**config.mk**
```make
export PLATFORM = sky130hd
export DESIGN_NAME = flbd_ctrl
export DESIGN_NICKNAME = d
export VERILOG_FILES = /design/src/hw/rtl/flbd_pkg.sv /design/src/hw/rtl/flbd_ctrl.sv
export SDC_FILE = /design/constraint.sdc
export NUM_CORES = 1
export LEC_CHECK = 0
export BUFFER_PORTS_ARGS = -buffer_cell sky130_fd_sc_hd__buf_2
export CORE_AREA = 2 2 39 41
export DETAILED_ROUTE_END_ITERATION = 6
export DIE_AREA = 0 0 41 43
export PLACE_DENSITY = 0.63
export RECOVER_POWER = 100
export SLEW_MARGIN = 20
export SYNTH_ARGS = -nofsm -noshare
export SYNTH_HDL_FRONTEND = slang
export SYNTH_SLANG_ARGS = --single-unit
```
**constraint.sdc**
```tcl
create_clock -name clk_i -period 1.3 [get_ports clk_i]
set_input_delay 0.39 -clock clk_i [delete_from_list [all_inputs] [get_ports clk_i]]
set_output_delay 0.39 -clock clk_i [all_outputs]
set_load 0.05 [all_outputs]
```
**src/hw/rtl/flbd_pkg.sv**
```systemverilog
package flbd_pkg;

  localparam int HISTORY_DEPTH_DEF = 32;
  localparam int TIME_BITS_DEF     = 48;

  localparam int SERVICE_BITS  = 32;
  localparam int BUF_BITS      = 5;
  localparam int JOB_BITS      = 16;
  localparam int OUT_TIME_BITS = 48;
  localparam int RATE_BITS     = 32;
  localparam int CFG_DATA_BITS = 16;
  localparam int CFG_IDX_BITS  = 2;
  localparam int DIV_CNT_BITS  = $clog2(RATE_BITS);

  localparam logic [BUF_BITS-1:0] BUFFER_FIRST_RST  = 5'd10;
  localparam logic [BUF_BITS-1:0] BUFFER_SECOND_RST = 5'd10;
  localparam logic [JOB_BITS-1:0] TOTAL_JOBS_RST    = 16'd2050;
  localparam logic [JOB_BITS-1:0] WARMUP_JOBS_RST   = 16'd2000;

  typedef enum logic [CFG_IDX_BITS-1:0] {
    REG_BUFFER_FIRST,
    REG_BUFFER_SECOND,
    REG_TOTAL_JOBS,
    REG_WARMUP_JOBS
  } cfg_reg_e;

  typedef enum logic [2:0] {
    ST_IDLE,
    ST_ONE,
    ST_TWO,
    ST_THREE,
    ST_SPAN,
    ST_CHECK,
    ST_DIV,
    ST_OUT
  } state_e;

  typedef struct packed {
    logic accept;
    logic step_one;
    logic step_two;
    logic step_three;
    logic step_span;
    logic step_check;
    logic div_step;
    logic load_out;
  } ctrl_cmd_t;

  typedef struct packed {
    logic run_done;
    logic need_div;
    logic out_free;
  } ctrl_status_t;

endpackage

```
**src/hw/rtl/flbd_ctrl.sv**
```systemverilog
module flbd_ctrl
  import flbd_pkg::*;
(
  input  logic         clk_i,
  input  logic         rst_ni,
  input  logic         in_valid_i,
  output logic         in_stall_o,
  input  ctrl_status_t status_i,
  output ctrl_cmd_t    cmd_o
);

  state_e                  state_q, state_d;
  logic [DIV_CNT_BITS-1:0] cnt_q, cnt_d;

  always_ff @(posedge clk_i or negedge rst_ni) begin
    if (!rst_ni) begin
      state_q <= ST_IDLE;
      cnt_q   <= '0;
    end else begin
      state_q <= state_d;
      cnt_q   <= cnt_d;
    end
  end

  always_comb begin
    state_d    = state_q;
    cnt_d      = cnt_q;
    cmd_o      = '0;
    in_stall_o = 1'b1;
    unique case (state_q)
      ST_IDLE: begin
        in_stall_o = 1'b0;
        if (in_valid_i) begin
          cmd_o.accept = 1'b1;
          state_d      = ST_ONE;
        end
      end
      ST_ONE: begin
        cmd_o.step_one = 1'b1;
        state_d        = ST_TWO;
      end
      ST_TWO: begin
        cmd_o.step_two = 1'b1;
        state_d        = ST_THREE;
      end
      ST_THREE: begin
        cmd_o.step_three = 1'b1;
        state_d          = status_i.run_done ? ST_SPAN : ST_OUT;
      end
      ST_SPAN: begin
        cmd_o.step_span = 1'b1;
        state_d         = ST_CHECK;
      end
      ST_CHECK: begin
        cmd_o.step_check = 1'b1;
        if (status_i.need_div) begin
          cnt_d   = '0;
          state_d = ST_DIV;
        end else begin
          state_d = ST_OUT;
        end
      end
      ST_DIV: begin
        cmd_o.div_step = 1'b1;
        cnt_d          = cnt_q + 1'b1;
        if (cnt_q == DIV_CNT_BITS'(RATE_BITS - 1)) begin
          state_d = ST_OUT;
        end
      end
      ST_OUT: begin
        if (status_i.out_free) begin
          cmd_o.load_out = 1'b1;
          state_d        = ST_IDLE;
        end
      end
      default: begin
        state_d = ST_IDLE;
      end
    endcase
  end

endmodule

```
**After elaboration in Yosys (flattened, before gate mapping)**

Cells that the tools add are included.

- Register bits: 8
- Input bits: 6
- Output and inout port bits: 9
- Word-level logic and storage cells: 38

- Add/sub/neg operators: 1
- Equal/unequal tests: 12
- Mux-type cells: 19
- Reductions and logical operators: 4

Operators with widths:

| cell | number |
|---|---|
| $pmux 3 s8 | 1 |
| $eq 3x3->1 const B | 4 |
| $mux 1 | 12 |
| $pmux 5 s2 | 1 |
| $mux 3 | 3 |
| $ne 2x2->1 const B | 4 |
| $eq 3x2->1 const B | 2 |
| $add 5x1->5 const B | 1 |
| $eq 5x5->1 const B | 1 |
| $mux 5 | 1 |
| $eq 3x1->1 const B | 1 |
| $logic_not 3->1 | 1 |
| $reduce_and 3->1 | 1 |
| $mux 2 | 1 |
| $reduce_and 2->1 | 1 |
| $reduce_bool 2->1 | 1 |

**Depth between registers and ports, before layout**

- Word-level depth: 3
- Depth in mapped cells: 5
- Mapped depth without buffers: 5

**Worst setup path before layout**

No wires, ideal clock.

- Path kind: register to output
- From: reg state_q[1]
- To: out cmd_o[5] in the netlist's numbering
- Arrival time: 1.745 ns
- Required time: 0.910 ns
- Slack: -0.835 ns
- Cell stages (with the launch flop): 3
- Buffers on the path: 1
- Path through: dfrtp_1 -> buf_2 -> nor3b_1

RTL lines:

| element | RTL line | RTL |
|---|---|---|
| start, declared | flbd_ctrl.sv:12 | `state_e state_q, state_d;` |
| start signal, assigned | flbd_ctrl.sv:20 | `state_q <= state_d;` |
| end, declared | flbd_ctrl.sv:9 | `output ctrl_cmd_t cmd_o` |

==> flow_metrics.py <==
metrics = {
    "sta": {
        "max_slew.worst_pin.slew_ns": 0.4431,
        "fin_setup_tns_ns": -3.306,
        "final_period_minus_worst_setup_slack_ns": 1.659,
        "final-max-slew-violation-count": 0,
        "clock.fmax_mhz": 602.8,
        "grt_setup_unrepaired": "yes",
        "fin_ws_ns": -0.3589,
        "hold_ws_ns": 0.5033,
        "worst_clock_skew_ns": 0.006815,
        "final_hold_viol_count": 0,
        "final.period_utilization_pct": 127.6,
        "slew_headroom_pct": 70.46,
        "final_setup_violations": 16,
    },
    "routing": {
        "via_count": 509,
        "first_iter_violations": 7,
        "totalWireLength_mm": 1.307,
        "drcViolationCount": 0,
        "detail_route.first_pass.iterations": 3,
        "drtAntennaViolNets": 0,
        "detail_route.wl_per_cell_microns": 13.34,
        "vias_per_cell": 5.194,
    },
    "logic_synthesis": {
        "synth_enable_flop_cells": 0,
        "synth_fp_nets": 58,
        "seq_area_frac_synth_pct": 39.41,
        "synth_flop_cell": "dfrtp_1",
        "biggest_area_consumer_among_synthesized_cells": "dfrtp_1",
        "synth_top_cells_by_area": "dfrtp_1 (39%), nor3b_1 (7.4%), nor2_1 (5.2%), ha_1 (4.9%), mux2i_1 (3.9%)",
        "async_reset_ff_share_pct": 100.0,
        "post_synth_most_frequent_cells": "dfrtp_1 (8), nor2_1 (7), nor3b_1 (5)",
        "syn_inst": 50,
        "ys_warn_count": 0,
        "synth_seq_cells": 8,
        "synth.top_cell.area_share_pct": 39.41,
        "synth_area_per_cell_sq_um": 10.16,
        "yosys.cell_count.top_type": "dfrtp_1",
        "synthesis.area_sq_um": 508.0,
        "synthDistinctLibCells": 25,
    },
    "grt": {
        "grt_pass1_wl_mm": 1.918,
        "gr-total-overflow": 0,
        "track_usage_pct": 16.33,
        "grt_max_degree": 12,
        "grt_pass1_vias": 444,
        "initial_antenna_violation_count": 0,
    },
    "cells_and_area": {
        "register_area_sq_um": 200.2,
        "drive_above_1_share_pct": 62.20,
        "layout.nets": 92,
        "final_core_util_pct": 65.01,
        "layout.filler_cells": 109,
        "final_cell_count_no_fill": 98,
        "layout.cell_area.non_filler_sq_um": 899.6,
        "antenna_cells": 0,
        "multiInputGateArea_sq_um": 352.8,
        "syn2layout_area_growth_pct": 77.09,
    },
    "min_path": {
        "min_to": "state_q[1]",
        "worst_hold_path_type": "in2reg",
        "holdCritStartpoint": "status_i[2]",
        "holdPathStages": 4,
    },
    "outcome": {
        "outcome": "complete, but fails checks",
        "violated_checks": "negative setup slack",
    },
    "worst_setup_path": {
        "timing.setup.critical_path_class": "reg2out",
        "reg2reg_to": "cnt_q[3]",
        "cp_max_fo": 2,
        "critical_path_required_ns": 0.91,
        "critical_path.max_stage_delay_ns": 0.40,
        "timing.critical_path.cells": "or3_4, nor2_4, buf_8",
        "arrival_ns": 1.27,
        "cpMaxStageDelayCell": "or3_4",
        "path_delay_family": "simple AND/OR/NAND/NOR gates",
        "timing.reg2reg.setup_slack_ns": -0.13,
        "timing.critical_path.buf_inv": 1,
        "launching_element_type_of_the_critical_path": "register",
        "worst_setup_path_end_kind": "primary output",
        "launch_instance_of_the_worst_register_to_register_path": "state_q[1]",
        "worst_r2r_path_depth": 5,
    },
    "clock_network": {
        "clk_latency_ns": 0.25,
        "tritoncts_clock_tree": "done",
        "cts_inserted_buffers": 3,
        "cts_max_level": 1,
        "clock-sinks": 8,
        "clk_root_buffer_cell": "clkbuf_4",
        "clkSlewWorstSetupHoldPaths_ns": 0.05,
        "cts_buffer_depth": 2,
    },
    "power": {
        "netSwitchingPower_mw": 1.069,
        "p_seq_share_pct": 18.9,
        "p_int_mw": 1.313,
        "power.combinational.fraction_pct": 72.9,
        "peak_supply_drop_v": 0.001330,
        "relative_contribution_of_the_clock_network_to_total_power_pct": 8.2,
        "pwr_density_cell_nw_per_um2": 2647,
        "design_power_total_mw": 2.382,
        "p_leak_nw": 0.4354,
        "swShare_pct": 44.87,
    },
    "job": {
        "number_of_max_cap_violations": 0,
    },
    "floorplan": {
        "die_area_sq_um": 1763,
        "core_region_area_sq_um": 1384,
        "starting_density_pct": 36.71,
        "design.portCount": 15,
        "dieWidth_microns": 41,
        "dieHeight_microns": 43,
        "rows": 14,
    },
    "place": {
        "gp_congestion": 0.6338,
        "dpl.hpwl_microns": 814.1,
        "placement.io_buffers": 14,
        "post-place-ws_ns": -0.2016,
        "placed_insts": 88,
        "dpl-instance-area_sq_um": 696.9,
    },
}
## sequential cells by signal, summed over array words and instances, names as in the netlist
| signal | count |
|---|---|
| cnt_q | 5 |
| state_q | 3 |
## tightest hold or removal path, delay by kind of cell
| family | cells | cell delay (ns) |
|---|---|---|
| simple gates | 2 | 0.15 |
| mux | 1 | 0.09 |
| buf+inv | 1 | 0.07 |
## cell type report
type / count / share of cell area (%)
Sequential cell: 8 / 22.25
Inverter: 2 / 1.113
Clock buffer: 3 / 2.503
Timing Repair Buffer: 32 / 32.68
Tap cell: 16 / 2.225
Multi-Input combinational cell: 37 / 39.22
## layer usage
layer | share of wire [%] | wire length, microns | vias up | track usage [%]
li1 | - | - | 243 | -
met1 | 40 | 519 | 249 | 19.60
met2 | 55 | 719 | 13 | 26.25
met3 | 2.9 | 38 | 4 | 4.712
met4 | 2.3 | 30 | 0 | 6.000
met5 | 0 | 0 | - | 0
## worst max-delay path by stage
stage	startpoint	end	slack, ns	cells after the start
after floorplan	state_q[1]	cmd_o[7]	-0.42	3
after global placement	state_q[0]	cmd_o[7]	-0.19	3
after detailed placement	state_q[0]	cmd_o[7]	-0.20	3
after CTS	state_q[1]	cmd_o[7]	-0.37	3
after global routing	state_q[1]	cmd_o[7]	-0.41	3
final	state_q[1]	cmd_o[7]	-0.36	3
## cells by family (layout without fill, tap and decap cells)
| logic type | after synthesis | count (layout) | synth area share [%] |
|---|---|---|---|
| AO/OA/AOI/OAI | 8 | 8 | 13.06 |
| adder cells (fa/ha/maj) | 2 | 2 | 4.925 |
| buffers and inverters | 5 | 37 | 6.650 |
| flip-flops | 8 | 8 | 39.41 |
| multiplexers | 3 | 3 | 6.158 |
| AND/OR/NAND/NOR | 24 | 24 | 29.80 |
## cell usage in the layout, fill, tap and decap left out, types with 2 or more instances in the layout
master,instances
mux2i_1,2
nor3b_1,3
buf_6,10
a21oi_1,2
buf_2,5
clkbuf_4,4
dfrtp_1,8
a211o_1,2
buf_8,4
a22o_1,2
nor2_1,3
nor2_4,4
buf_4,10
## what timing repair did
item / 4_1_cts / 5_1_grt
buffers inserted: 3 / 3
cloned: 1 / 0
gates resized for setup: 26 / 9
hold buffers: 1 / 0
endpoints found under the hold margin: 8 / 0
setup endpoints to repair: 14 / 15
pin swaps: 5 / 1
## power by group through the flow
stage | Sequential [mW] | Combinational [mW] | Clock, mW
after floorplan | 0.447 | 0.971 | 0
after global placement | 0.428 | 1.29 | 0
after detailed placement | 0.432 | 1.31 | 0
after CTS | 0.447 | 1.56 | 0.199
after global routing | 0.464 | 1.84 | 0.215
final | 0.450 | 1.74 | 0.195
Note: power is estimated with default switching activity, not from simulation.
